===== config.mk =====
export PLATFORM = sky130hd
export DESIGN_NAME = decimal_text_to_integer
export DESIGN_NICKNAME = d
export VERILOG_FILES = /design/src/design/dtti_pkg.sv /design/src/design/dtti_front.sv /design/src/design/dtti_queue.sv /design/src/design/dtti_back.sv /design/src/design/decimal_text_to_integer.sv
export SDC_FILE = /design/constraint.sdc
export NUM_CORES = 1
export LEC_CHECK = 0
export ABC_AREA = 0
export BUFFER_PORTS_ARGS = -buffer_cell sky130_fd_sc_hd__buf_2
export CAP_MARGIN = 20
export CORE_MARGIN = 2
export CORE_UTILIZATION = 50
export CTS_BUF_LIST = sky130_fd_sc_hd__clkbuf_16
export DETAILED_ROUTE_END_ITERATION = 8
export PLACE_DENSITY = 0.66
export REMOVE_ABC_BUFFERS = 1
export SYNTH_ARGS = -nofsm -noshare
export SYNTH_HDL_FRONTEND = slang
export SYNTH_SLANG_ARGS = --single-unit

===== constraint.sdc =====
create_clock -name clk -period 9.1 [get_ports clk]
set_clock_uncertainty 0.15 [all_clocks]
set_input_delay 0.91 -clock clk [delete_from_list [all_inputs] [get_ports clk]]
set_output_delay 0.91 -clock clk [all_outputs]
set_load 0.01 [all_outputs]

===== src/design/dtti_pkg.sv =====
// shared types and constants for the decimal text to integer block
`default_nettype none

package dtti_pkg;

    localparam int QUEUE_DEPTH = 2;

    localparam logic [7:0] CHAR_ZERO  = 8'h30;
    localparam logic [7:0] CHAR_NINE  = 8'h39;
    localparam logic [7:0] CHAR_MINUS = 8'h2d;
    localparam logic [7:0] CHAR_PLUS  = 8'h2b;

    typedef enum logic [1:0] {
        MODE_S64 = 2'd0,
        MODE_U64 = 2'd1,
        MODE_S32 = 2'd2,
        MODE_U32 = 2'd3
    } mode_t;

    typedef enum logic [1:0] {
        CLS_DIGIT,
        CLS_MINUS,
        CLS_PLUS,
        CLS_BAD
    } char_class_t;

    typedef struct packed {
        logic [7:0] char_in;
        logic       last_char;
        logic [1:0] mode;
    } in_t;

    typedef struct packed {
        logic               ok;
        logic signed [63:0] number;
    } out_t;

    typedef struct packed {
        char_class_t cls;
        logic [3:0]  digit;
        logic        last_char;
        mode_t       mode;
    } entry_t;

endpackage

`default_nettype wire


===== src/design/dtti_front.sv =====
// front end: classifies each incoming character and tracks the first character of a string
`default_nettype none

module dtti_front (
    input  wire logic          clk,
    input  wire logic          rst_n,
    input  wire dtti_pkg::in_t in_item,
    input  wire logic          take,
    output dtti_pkg::entry_t   entry
);

    logic first_reg;
    logic first_next;
    logic is_digit;
    logic sign_ok;
    logic [7:0] digit_full;
    dtti_pkg::mode_t mode_in;

    assign mode_in    = dtti_pkg::mode_t'(in_item.mode);
    assign is_digit   = (in_item.char_in >= dtti_pkg::CHAR_ZERO)
                     && (in_item.char_in <= dtti_pkg::CHAR_NINE);
    assign sign_ok    = first_reg && (mode_in != dtti_pkg::MODE_U64)
                     && (mode_in != dtti_pkg::MODE_U32);
    assign digit_full = in_item.char_in - dtti_pkg::CHAR_ZERO;
    assign first_next = take ? in_item.last_char : first_reg;

    always_comb
    begin
        entry.digit     = digit_full[3:0];
        entry.last_char = in_item.last_char;
        entry.mode      = mode_in;
        if (is_digit)
        begin
            entry.cls = dtti_pkg::CLS_DIGIT;
        end
        else if (sign_ok && (in_item.char_in == dtti_pkg::CHAR_MINUS))
        begin
            entry.cls = dtti_pkg::CLS_MINUS;
        end
        else if (sign_ok && (in_item.char_in == dtti_pkg::CHAR_PLUS))
        begin
            entry.cls = dtti_pkg::CLS_PLUS;
        end
        else
        begin
            entry.cls = dtti_pkg::CLS_BAD;
        end
    end

    always_ff @(posedge clk or negedge rst_n)
    begin
        if (!rst_n)
        begin
            first_reg <= 1'b1;
        end
        else
        begin
            first_reg <= first_next;
        end
    end

endmodule

`default_nettype wire


===== src/design/dtti_queue.sv =====
// small fifo of classified characters between front and back
`default_nettype none

module dtti_queue #(
    parameter int DEPTH = dtti_pkg::QUEUE_DEPTH
) (
    input  wire logic             clk,
    input  wire logic             rst_n,
    input  wire logic             wr_valid,
    output logic                  wr_ready,
    input  wire dtti_pkg::entry_t wr_data,
    output logic                  rd_valid,
    input  wire logic             rd_ready,
    output dtti_pkg::entry_t      rd_data
);

    localparam int PTR_W = $clog2(DEPTH);
    localparam int CNT_W = $clog2(DEPTH + 1);
    localparam logic [PTR_W-1:0] PTR_LAST = PTR_W'(DEPTH - 1);
    localparam logic [CNT_W-1:0] CNT_FULL = CNT_W'(DEPTH);

    dtti_pkg::entry_t mem [DEPTH];

    logic [PTR_W-1:0] wr_ptr_reg, wr_ptr_next;
    logic [PTR_W-1:0] rd_ptr_reg, rd_ptr_next;
    logic [CNT_W-1:0] count_reg, count_next;
    logic push;
    logic pop;

    assign wr_ready = (count_reg != CNT_FULL);
    assign rd_valid = (count_reg != '0);
    assign rd_data  = mem[rd_ptr_reg];
    assign push     = wr_valid && wr_ready;
    assign pop      = rd_valid && rd_ready;

    always_comb
    begin
        wr_ptr_next = wr_ptr_reg;
        rd_ptr_next = rd_ptr_reg;
        count_next  = count_reg;
        if (push)
        begin
            wr_ptr_next = (wr_ptr_reg == PTR_LAST) ? '0 : wr_ptr_reg + 1'b1;
        end
        if (pop)
        begin
            rd_ptr_next = (rd_ptr_reg == PTR_LAST) ? '0 : rd_ptr_reg + 1'b1;
        end
        if (push && !pop)
        begin
            count_next = count_reg + 1'b1;
        end
        else if (pop && !push)
        begin
            count_next = count_reg - 1'b1;
        end
    end

    always_ff @(posedge clk)
    begin
        if (push)
        begin
            mem[wr_ptr_reg] <= wr_data;
        end
    end

    always_ff @(posedge clk or negedge rst_n)
    begin
        if (!rst_n)
        begin
            wr_ptr_reg <= '0;
            rd_ptr_reg <= '0;
            count_reg  <= '0;
        end
        else
        begin
            wr_ptr_reg <= wr_ptr_next;
            rd_ptr_reg <= rd_ptr_next;
            count_reg  <= count_next;
        end
    end

endmodule

`default_nettype wire


===== src/design/dtti_back.sv =====
// back end: accumulates digits, then range-checks and registers the result
`default_nettype none

module dtti_back (
    input  wire logic             clk,
    input  wire logic             rst_n,
    input  wire logic             q_valid,
    output logic                  q_ready,
    input  wire dtti_pkg::entry_t q_data,
    output logic                  out_valid,
    input  wire logic             out_ready,
    output dtti_pkg::out_t        out_data
);

    typedef enum logic [1:0] {
        PH_START,
        PH_SIGN,
        PH_DIGITS,
        PH_FAIL
    } phase_t;

    localparam logic [62:0] S32_POS_MAX = 63'h0000_0000_7fff_ffff;
    localparam logic [62:0] S32_NEG_MAX = 63'h0000_0000_8000_0000;
    localparam logic [62:0] U32_MAX     = 63'h0000_0000_ffff_ffff;

    phase_t          phase_reg, phase_next;
    logic [62:0]     acc_reg, acc_next;
    logic            ovf_reg, ovf_next;
    logic            neg_reg, neg_next;
    dtti_pkg::mode_t mode_reg, mode_next;

    logic            fin_valid_reg, fin_valid_next;
    logic            fin_good_reg, fin_good_next;
    logic [62:0]     fin_acc_reg, fin_acc_next;
    logic            fin_neg_reg, fin_neg_next;
    dtti_pkg::mode_t fin_mode_reg, fin_mode_next;

    logic            out_valid_reg, out_valid_next;
    dtti_pkg::out_t  out_data_reg, out_data_next;

    logic        pop;
    logic        fin_move;
    logic        fin_free;
    logic        start;
    logic [62:0] cur_acc;
    logic        cur_ovf;
    logic [66:0] prod;
    logic        in_range;
    phase_t      step_phase;
    logic [62:0] step_acc;
    logic        step_ovf;
    logic        step_neg;

    assign fin_move  = fin_valid_reg && (!out_valid_reg || out_ready);
    assign fin_free  = !fin_valid_reg || fin_move;
    assign q_ready   = !q_data.last_char || fin_free;
    assign pop       = q_valid && q_ready;
    assign out_valid = out_valid_reg;
    assign out_data  = out_data_reg;

    assign start   = (phase_reg == PH_START);
    assign cur_acc = start ? '0 : acc_reg;
    assign cur_ovf = start ? 1'b0 : ovf_reg;
    assign prod    = ({4'b0, cur_acc} << 3) + ({4'b0, cur_acc} << 1)
                   + {63'b0, q_data.digit};

    always_comb
    begin
        step_phase = PH_FAIL;
        step_acc   = cur_acc;
        step_ovf   = cur_ovf;
        step_neg   = start ? 1'b0 : neg_reg;
        if (q_data.cls == dtti_pkg::CLS_DIGIT && phase_reg != PH_FAIL)
        begin
            step_phase = PH_DIGITS;
            if (!cur_ovf)
            begin
                if (|prod[66:63])
                begin
                    step_ovf = 1'b1;
                end
                else
                begin
                    step_acc = prod[62:0];
                end
            end
        end
        else if (start && (q_data.cls == dtti_pkg::CLS_MINUS
                        || q_data.cls == dtti_pkg::CLS_PLUS))
        begin
            step_phase = PH_SIGN;
            step_neg   = (q_data.cls == dtti_pkg::CLS_MINUS);
        end
    end

    always_comb
    begin
        unique case (fin_mode_reg)
            dtti_pkg::MODE_S32: in_range = fin_neg_reg ? (fin_acc_reg <= S32_NEG_MAX)
                                                       : (fin_acc_reg <= S32_POS_MAX);
            dtti_pkg::MODE_U32: in_range = (fin_acc_reg <= U32_MAX);
            default:            in_range = 1'b1;
        endcase
    end

    always_comb
    begin
        phase_next     = phase_reg;
        acc_next       = acc_reg;
        ovf_next       = ovf_reg;
        neg_next       = neg_reg;
        mode_next      = mode_reg;
        fin_valid_next = fin_valid_reg && !fin_move;
        fin_good_next  = fin_good_reg;
        fin_acc_next   = fin_acc_reg;
        fin_neg_next   = fin_neg_reg;
        fin_mode_next  = fin_mode_reg;
        out_valid_next = out_valid_reg && !out_ready;
        out_data_next  = out_data_reg;

        if (pop)
        begin
            if (start)
            begin
                mode_next = q_data.mode;
            end
            if (q_data.last_char)
            begin
                phase_next     = PH_START;
                acc_next       = '0;
                ovf_next       = 1'b0;
                neg_next       = 1'b0;
                fin_valid_next = 1'b1;
                fin_good_next  = (step_phase == PH_DIGITS) && !step_ovf;
                fin_acc_next   = step_acc;
                fin_neg_next   = step_neg;
                fin_mode_next  = start ? q_data.mode : mode_reg;
            end
            else
            begin
                phase_next = step_phase;
                acc_next   = step_acc;
                ovf_next   = step_ovf;
                neg_next   = step_neg;
            end
        end

        if (fin_move)
        begin
            out_valid_next = 1'b1;
            out_data_next.ok = fin_good_reg && in_range;
            if (fin_good_reg && in_range)
            begin
                out_data_next.number = fin_neg_reg ? -$signed({1'b0, fin_acc_reg})
                                                   : $signed({1'b0, fin_acc_reg});
            end
            else
            begin
                out_data_next.number = '0;
            end
        end
    end

    always_ff @(posedge clk or negedge rst_n)
    begin
        if (!rst_n)
        begin
            phase_reg     <= PH_START;
            acc_reg       <= '0;
            ovf_reg       <= 1'b0;
            neg_reg       <= 1'b0;
            mode_reg      <= dtti_pkg::MODE_S64;
            fin_valid_reg <= 1'b0;
            out_valid_reg <= 1'b0;
        end
        else
        begin
            phase_reg     <= phase_next;
            acc_reg       <= acc_next;
            ovf_reg       <= ovf_next;
            neg_reg       <= neg_next;
            mode_reg      <= mode_next;
            fin_valid_reg <= fin_valid_next;
            out_valid_reg <= out_valid_next;
        end
    end

    always_ff @(posedge clk)
    begin
        fin_good_reg <= fin_good_next;
        fin_acc_reg  <= fin_acc_next;
        fin_neg_reg  <= fin_neg_next;
        fin_mode_reg <= fin_mode_next;
        out_data_reg <= out_data_next;
    end

endmodule

`default_nettype wire


===== src/design/decimal_text_to_integer.sv =====
// top level of the streaming decimal text to integer converter
//
//  channel | signals                       | moves
//  --------+-------------------------------+---------------------------------
//  input   | in_valid, in_ready, in_data   | one character, last flag, mode
//  output  | out_valid, out_ready, out_data| ok and 64-bit value per string
//
// one character per cycle sustained while the output does not stall; the
// digit accumulate (times ten plus digit with overflow check) sets that
// figure. out_valid for a string rises once its last character has passed
// from the queue through the finish stage and the output register has loaded.
// reset clears the queue and parse state; a stalled output backs up into the
// queue and then drops in_ready.
`default_nettype none

module decimal_text_to_integer #(
    parameter int QUEUE_DEPTH = dtti_pkg::QUEUE_DEPTH
) (
    input  wire logic          clk,
    input  wire logic          rst_n,
    input  wire logic          in_valid,
    output logic               in_ready,
    input  wire dtti_pkg::in_t in_data,
    output logic               out_valid,
    input  wire logic          out_ready,
    output dtti_pkg::out_t     out_data
);

    dtti_pkg::entry_t front_entry;
    dtti_pkg::entry_t q_data;
    logic             q_valid;
    logic             q_ready;
    logic             take;

    assign take = in_valid && in_ready;

    dtti_front u_front (
        .clk     (clk),
        .rst_n   (rst_n),
        .in_item (in_data),
        .take    (take),
        .entry   (front_entry)
    );

    dtti_queue #(
        .DEPTH (QUEUE_DEPTH)
    ) u_queue (
        .clk      (clk),
        .rst_n    (rst_n),
        .wr_valid (in_valid),
        .wr_ready (in_ready),
        .wr_data  (front_entry),
        .rd_valid (q_valid),
        .rd_ready (q_ready),
        .rd_data  (q_data)
    );

    dtti_back u_back (
        .clk       (clk),
        .rst_n     (rst_n),
        .q_valid   (q_valid),
        .q_ready   (q_ready),
        .q_data    (q_data),
        .out_valid (out_valid),
        .out_ready (out_ready),
        .out_data  (out_data)
    );

endmodule

`default_nettype wire


==> flow_summary.toml, run 1 <==
[status]
outcome = "completed"

[sta]
report.final.setup_viol = 0
min_period_ns = 6.42
tightest_slew_ns = 1.09
fin_setup_tns_ns = 0
max_freq_mhz = 156
drv_slew = 0
finalCritPeriodShare = 0.706
final-hold-violation-count = 0
grt_setup_unrepaired = "false"
slew_headroom = 0.272

[drt]
ant_nets = 0
drtIter0Drc = 1021
drc_errors = 0
vias = 11829
detail_route.wl_per_cell_um = 18.3
dr.pass1.iters = 5
viasPerCell = 5.91
routed_wl_mm = 36.7

[setup_path]
path_max_fanout = 60
cp_data_required_time_ns = 9.40
crit_type = "reg2reg"
reg2reg_depth = 18
reg2reg_to = "u_back.acc_reg[22]$_DFFE_PN0P_"
arrival_ns = 6.73
crit-reg2reg-launch = "u_back.phase_reg[0]$_DFFE_PN0P_"
cp-start-kind = "flip-flop"
cp-endpoint = "u_back.acc_reg[22]$_DFFE_PN0P_"
cp-startpoint = "u_back.phase_reg[0]$_DFFE_PN0P_"
crit_path_end_kind = "flip-flop"
rrSetupSlack_ns = 2.68

[layout]
largest_reg_flops = 65
fin_area_um2 = 17000
drive_gt1_frac = 0.129
area_delta_synth_final_pct = 10.6
n_antenna_cell = 0
nets = 1735
fill_cells = 2675

[placement]
dpl_cell_area_um2 = 16000
post-dp-hpwl_mm = 26.5
place.gp.congestion = 0.931
portBuffers = 81

[clock_tree]
cts_tree = "done"
clock_path_buffers = 3
post_cts_buffers = 0
clkLatencyLatePin_ns = 0.55
cts_buffers = 25
cts_sinks = 226
path_clk_slew_ns = 0.07
cts_root_buf = "clkbuf_16"
htreeDepth = 1
ctsResizeCount = 0
holdBufCountCts = 0

[synthesis]
ys_types = 80
async_flop_share = 0.336
synth_area_um2 = 15400
synth_edf_count = 150
syn_inst = 1545
synth_top_area_frac = 0.293
syn_avg_cell_area_um2 = 9.94
yosysSeqAreaShare = 0.417
synth_ff_type = "edfxtp_1"
yosysWarnings = 0
ys_ff_latch = 226
synthTopCellsByCount = "nand2_1, edfxtp_1, ha_1"
ys_top_cells_by_area = "edfxtp_1, dfrtp_1, ha_1"
yosys.area.top_type = "edfxtp_1"
yosysMostFrequentCell = "nand2_1"

[power_and_ir_drop]
powerDensity_nw_per_um2 = 240
design_power_total_uw = 4080
p_leak_uw = 0.00735
ir_worst_vdd_uv = 198

[die]
row_count = 64
ioPinCount = 82
dieArea_um2 = 32100
die_h_um = 179
coreArea_um2 = 30400
start_util = 0.505
dieWidth_um = 179

[grt]
grt_pass1_wl_mm = 59.2
grt_start_max_net_pins = 77
grt-ovfl-total = 0
antenna_found_initial = 0
grt_use_total = 0.231
grt_pass1_vias = 11173

[run]
max-cap-violations = 0

[worst_hold_path]
hold_path.class = "in2async"
-- power breakdown --
group,switching [uW],total [uW],leakage (uW),internal [uW]
Clock,446,1100,0.000439,657
Sequential,199,1710,0.00250,1510
Combinational,849,1260,0.00441,415
Total,1490,4080,0.00735,2580
-- routing by layer --
metal | vias to the layer above | global-route usage | wire, um
li1 | 5820 | - | -
met5 | - | 0 | 0
met4 | 0 | 0.0548 | 764
met3 | 49 | 0.0252 | 2160
met1 | 5641 | 0.346 | 17900
met2 | 319 | 0.358 | 15900
-- critical path: stages, from the launching register on --
cell	delay [ns]
dfrtp_1	0.39
or2_2	0.42
buf_4	0.55
nand2_1	0.19
inv_1	0.12
ha_1	0.23
ha_1	0.39
a21oi_1	0.33
o21ai_0	0.18
nor2_1	0.15
o311ai_1	0.22
a211o_1	0.38
a22oi_1	0.22
mux2i_1	0.30
o311ai_1	0.21
or4_2	0.88
buf_12	0.29
nand2b_4	0.40
o2bb2ai_1	0.26
-- kinds of logic after synthesis --
family | Yosys count | share of synthesized area
adder cells (fa/ha/maj) | 132 | 0.108
AO/OA/AOI/OAI | 399 | 0.182
XOR/XNOR | 126 | 0.0718
multiplexers | 40 | 0.0268
buffers and inverters | 128 | 0.0350
flip-flops | 226 | 0.417
AND/OR/NAND/NOR | 494 | 0.159
-- worst min path at each step --
| stage | to | slack (ns) | startpoint | depth (start not counted) |
|---|---|---|---|---|
| after floorplan | u_back.acc_reg[18]$_DFFE_PN0P_ | 0.30 | u_back.acc_reg[18]$_DFFE_PN0P_ | 1 |
| after CTS | u_back.acc_reg[26]$_DFFE_PN0P_ | 0.34 | u_back.acc_reg[26]$_DFFE_PN0P_ | 1 |
| after global routing | u_back.acc_reg[9]$_DFFE_PN0P_ | 0.26 | rst_n | 1 |
| after detailed placement | u_back.acc_reg[26]$_DFFE_PN0P_ | 0.32 | u_back.acc_reg[26]$_DFFE_PN0P_ | 1 |
| final | u_back.acc_reg[5]$_DFFE_PN0P_ | 0.21 | rst_n | 1 |
| after global placement | u_back.acc_reg[22]$_DFFE_PN0P_ | 0.31 | u_back.acc_reg[22]$_DFFE_PN0P_ | 1 |
-- cell usage in the layout, fill, tap and decap left out, drive strengths merged, types with 7 or more instances in the layout --
cell type  netlist  routed
nand2b           8       8
nor4             9       9
o21ai          104     104
or2              9       9
inv             49      56
ha             131     131
o22ai           25      25
and2            46      46
o21a             7       7
a21o            13      13
a21boi           7       7
nor3            18      18
or4             12      12
nand3           45      45
a22o            24      24
xnor2           37      37
edfxtp         150     150
xor2            89      89
nand2          153     153
o41ai           10      10
o211ai           9       9
mux2i           31      31
mux2             9       9
a21oi           87      87
nand4           37      37
buf             29      95
o21bai           9       9
nor2           121     121
dfrtp           75      75
clkbuf          50      27
a31oi            9       9
o2bb2ai         38      38
or3             12      12
o31ai           27      27
-- metrics by stage --
step	std cells	hold slack [ns]	setup slack [ns]	util
2_1_floorplan	1466	0.298	2.21	-
3_3_place_gp	1954	0.314	2.72	0.527
3_5_place_dp	1954	0.316	2.57	0.527
4_1_cts	2000	0.336	2.56	0.556
5_1_grt	2003	0.257	2.31	0.559
6_report	2003	0.212	2.68	0.559
-- area by class of cell --
class / instances / area, um2 / share of cell area
clock inverter: 19 / 220 / 0.0130
sequential: 226 / 6410 / 0.377
timing repair buffer: 95 / 558 / 0.0328
tap: 396 / 495 / 0.0291
inverter: 49 / 184 / 0.0108
multi-input combinational: 1191 / 8460 / 0.498
clock buffer: 27 / 676 / 0.0397
Power figures use the tool's default switching activity.
==> run 2, diff against run 1 <==
- ABC_AREA: 0 -> 1
- clock period: 9.1 -> 6.14 ns (I/O delays scaled with it)
==> run 2 against run 1 <==
Compared with the run above: final cell count rose by 53%; synthesized area rose by 17%; utilization fell by 0.63 points; largest power group is now combinational cells; largest cell class unchanged; fmax rose by 15%; critical path depth rose by 5.
==> flow_summary.toml, run 2 <==
[status]
outcome = "completed"

[drt]
routed_wl_mm = 54.0
dr.pass1.iters = 5
viasPerCell = 5.46
ant_nets = 0
vias = 16755
drtIter0Drc = 1455
detail_route.wl_per_cell_um = 17.6
drc_errors = 0

[layout]
largest_reg_flops = 65
area_delta_synth_final_pct = 9.07
stdcell_count = 3066
final_cell_mix = "nand2_1, inv_1, nor2_1, nand3_1, edfxtp_1"
n_antenna_cell = 0
nets = 2733
layout_commonest_cell = "nand2_1"
drive_gt1_frac = 0.0764

[synthesis]
synth_edf_count = 150
syn_inst = 2526
synth_area_um2 = 18000
yosysMostFrequentCell = "nand2_1"
synthTopCellsByCount = "nand2_1, inv_1, nor2_1"
ys_ff_latch = 226
synth_adder_area_share = 0.0923
synth_top_family_by_area = "simple AND/OR/NAND/NOR gates"
yosys.area_share.xor_xnor = 0.0497
syn_avg_cell_area_um2 = 7.11
synth-compound-area-share = 0.0963
ys_top_cells_by_area = "edfxtp_1, nand2_1, dfrtp_1"
synth_ff_type = "edfxtp_1"
ys_types = 52
yosys.area.top_type = "edfxtp_1"
synth_top_area_frac = 0.251
yosysWarnings = 0
yosys.area_share.simple = 0.315
yosysSeqAreaShare = 0.357
muxShareOfSynthArea = 0.00111
async_flop_share = 0.336

[die]
row_count = 69
coreArea_um2 = 35500
dieArea_um2 = 37500
die_h_um = 194
start_util = 0.506
ioPinCount = 82
dieWidth_um = 194

[clock_tree]
path_clk_slew_ns = 0.07
clock_path_buffers = 3
ctsResizeCount = 0
cts_tree = "done"
cts_buffers = 25
cts_root_buf = "clkbuf_16"
post_cts_buffers = 0
clkLatencyLatePin_ns = 0.54
htreeDepth = 1
cts_sinks = 226

[setup_path]
max_stage_delay_ns = 0.70
cp_data_required_time_ns = 6.47
path_cells = "nor2_2 -> inv_2 -> nand2_1 -> inv_1 -> ha_1 -> ha_1 -> nand2_1 -> nor2_1 -> a21oi_1 -> nand2_2 -> nand2_1 -> nand2_1 -> nand2_1 -> nand3_1 -> nand2_1 -> nor2_2 -> nand2_4 -> nor2_8 -> buf_4 -> nand2_1 -> o21ai_2 -> nand2_1 -> nand2_1"
crit_path_end_kind = "flip-flop"
crit_type = "reg2reg"
cpMaxStageDelayCell = "inv_2"
cp-start-kind = "flip-flop"
path_max_fanout = 43
arrival_ns = 5.92
crit_path_frequent_cell = "nand2_1"

[run]
max-cap-violations = 0

[sta]
min_period_ns = 5.59
max_freq_mhz = 179
grt_setup_unrepaired = "false"
holdWs_ns = 0.141
fin_ws_ns = 0.551
final-hold-violation-count = 0
report.final.setup_viol = 0
tightest_slew_ns = 1.09
slew_headroom = 0.273
drv_slew = 0
finalCritPeriodShare = 0.910
fin_setup_tns_ns = 0

[power_and_ir_drop]
p_leak_uw = 0.0100
ir_worst_vdd_uv = 415
design_power_total_uw = 7630
powerDensity_nw_per_um2 = 389

[grt]
grt_pass1_vias = 15795
grt_start_max_net_pins = 70
gr-usage-met3 = 0.0410
antenna_found_initial = 0
top_usage_layer = "met2"
grt-ovfl-total = 0
grt_use_total = 0.285
grt_pass1_wl_mm = 85.6
grt_use_met2 = 0.439
grtUsageMet1 = 0.415

[placement]
place.gp.congestion = 1.01
portBuffers = 81
dp.cells = 3018
post-dp-hpwl_mm = 42.3
pre_cts_slack_ns = 0.670

[worst_hold_path]
hold_path.class = "in2reg"
run 2: layout make-up:
cell class                 count  area (um2)
inverter                     337        1260
multi-input combinational   1897       10000
clock inverter                21         146
clock buffer                  25         626
fill                        3412       15900
timing repair buffer          99         566
tap                          461         577
sequential                   226        6410
run 2: worst max-delay path, delay by kind of cell, from the launching register on:
kind            cells  cell delay [ns]
simple gates       16             2.89
buf+inv             3             1.20
fa+ha+maj           2             0.64
flops               1             0.37
compound gates      2             0.21
run 2: path summary, 6_finish.rpt:
path	startpoint	endpoint	slack, ns	depth (start not counted)
worst max-delay path	u_back.phase_reg[1]$_DFFE_PN0P_	u_back.acc_reg[55]$_DFFE_PN0P_	0.55	23
worst min-delay path	in_data[2]	u_queue.mem[1][2]$_DFFE_PP_	0.14	1
worst max register to register	u_back.phase_reg[1]$_DFFE_PN0P_	u_back.acc_reg[55]$_DFFE_PN0P_	0.55	23
worst min register to register	u_back.acc_reg[51]$_DFFE_PN0P_	u_back.acc_reg[51]$_DFFE_PN0P_	0.33	2
max in group asynchronous	rst_n	u_back.out_valid$_DFF_PN0_	4.32	3
min in group asynchronous	rst_n	u_back.acc_reg[14]$_DFFE_PN0P_	0.26	2
run 2: through the flow:
| step | util | instance area (um2) |
|---|---|---|
| floorplan | - | 17600 |
| global placement | 0.529 | 18800 |
| detailed placement | 0.529 | 18800 |
| CTS | 0.552 | 19600 |
| global route | 0.552 | 19600 |
| finish | 0.552 | 19600 |
run 2: cells by family after synthesis:
family          count (synthesis)
simple gates                 1365
flops                         226
xor+xnor                      102
compound gates                296
buf+inv                       403
fa+ha+maj                     132
mux                             2
run 2: power by group:
| group | total (uW) | switching [uW] | internal [uW] |
|---|---|---|---|
| combinational | 3300 | 2260 | 1040 |
| clock | 1430 | 639 | 792 |
| sequential | 2890 | 483 | 2410 |
run 2: metal layers:
metal	wire length, um	vias to the layer above
met5	0	-
met4	1530	0
met3	3670	83
met2	23500	539
met1	25300	7817
li1	-	8316
run 2: timing repair:
action	4_1_cts	5_1_grt
hold buffers	1	0
endpoints found under the hold margin	7	0
setup endpoints to repair	0	0
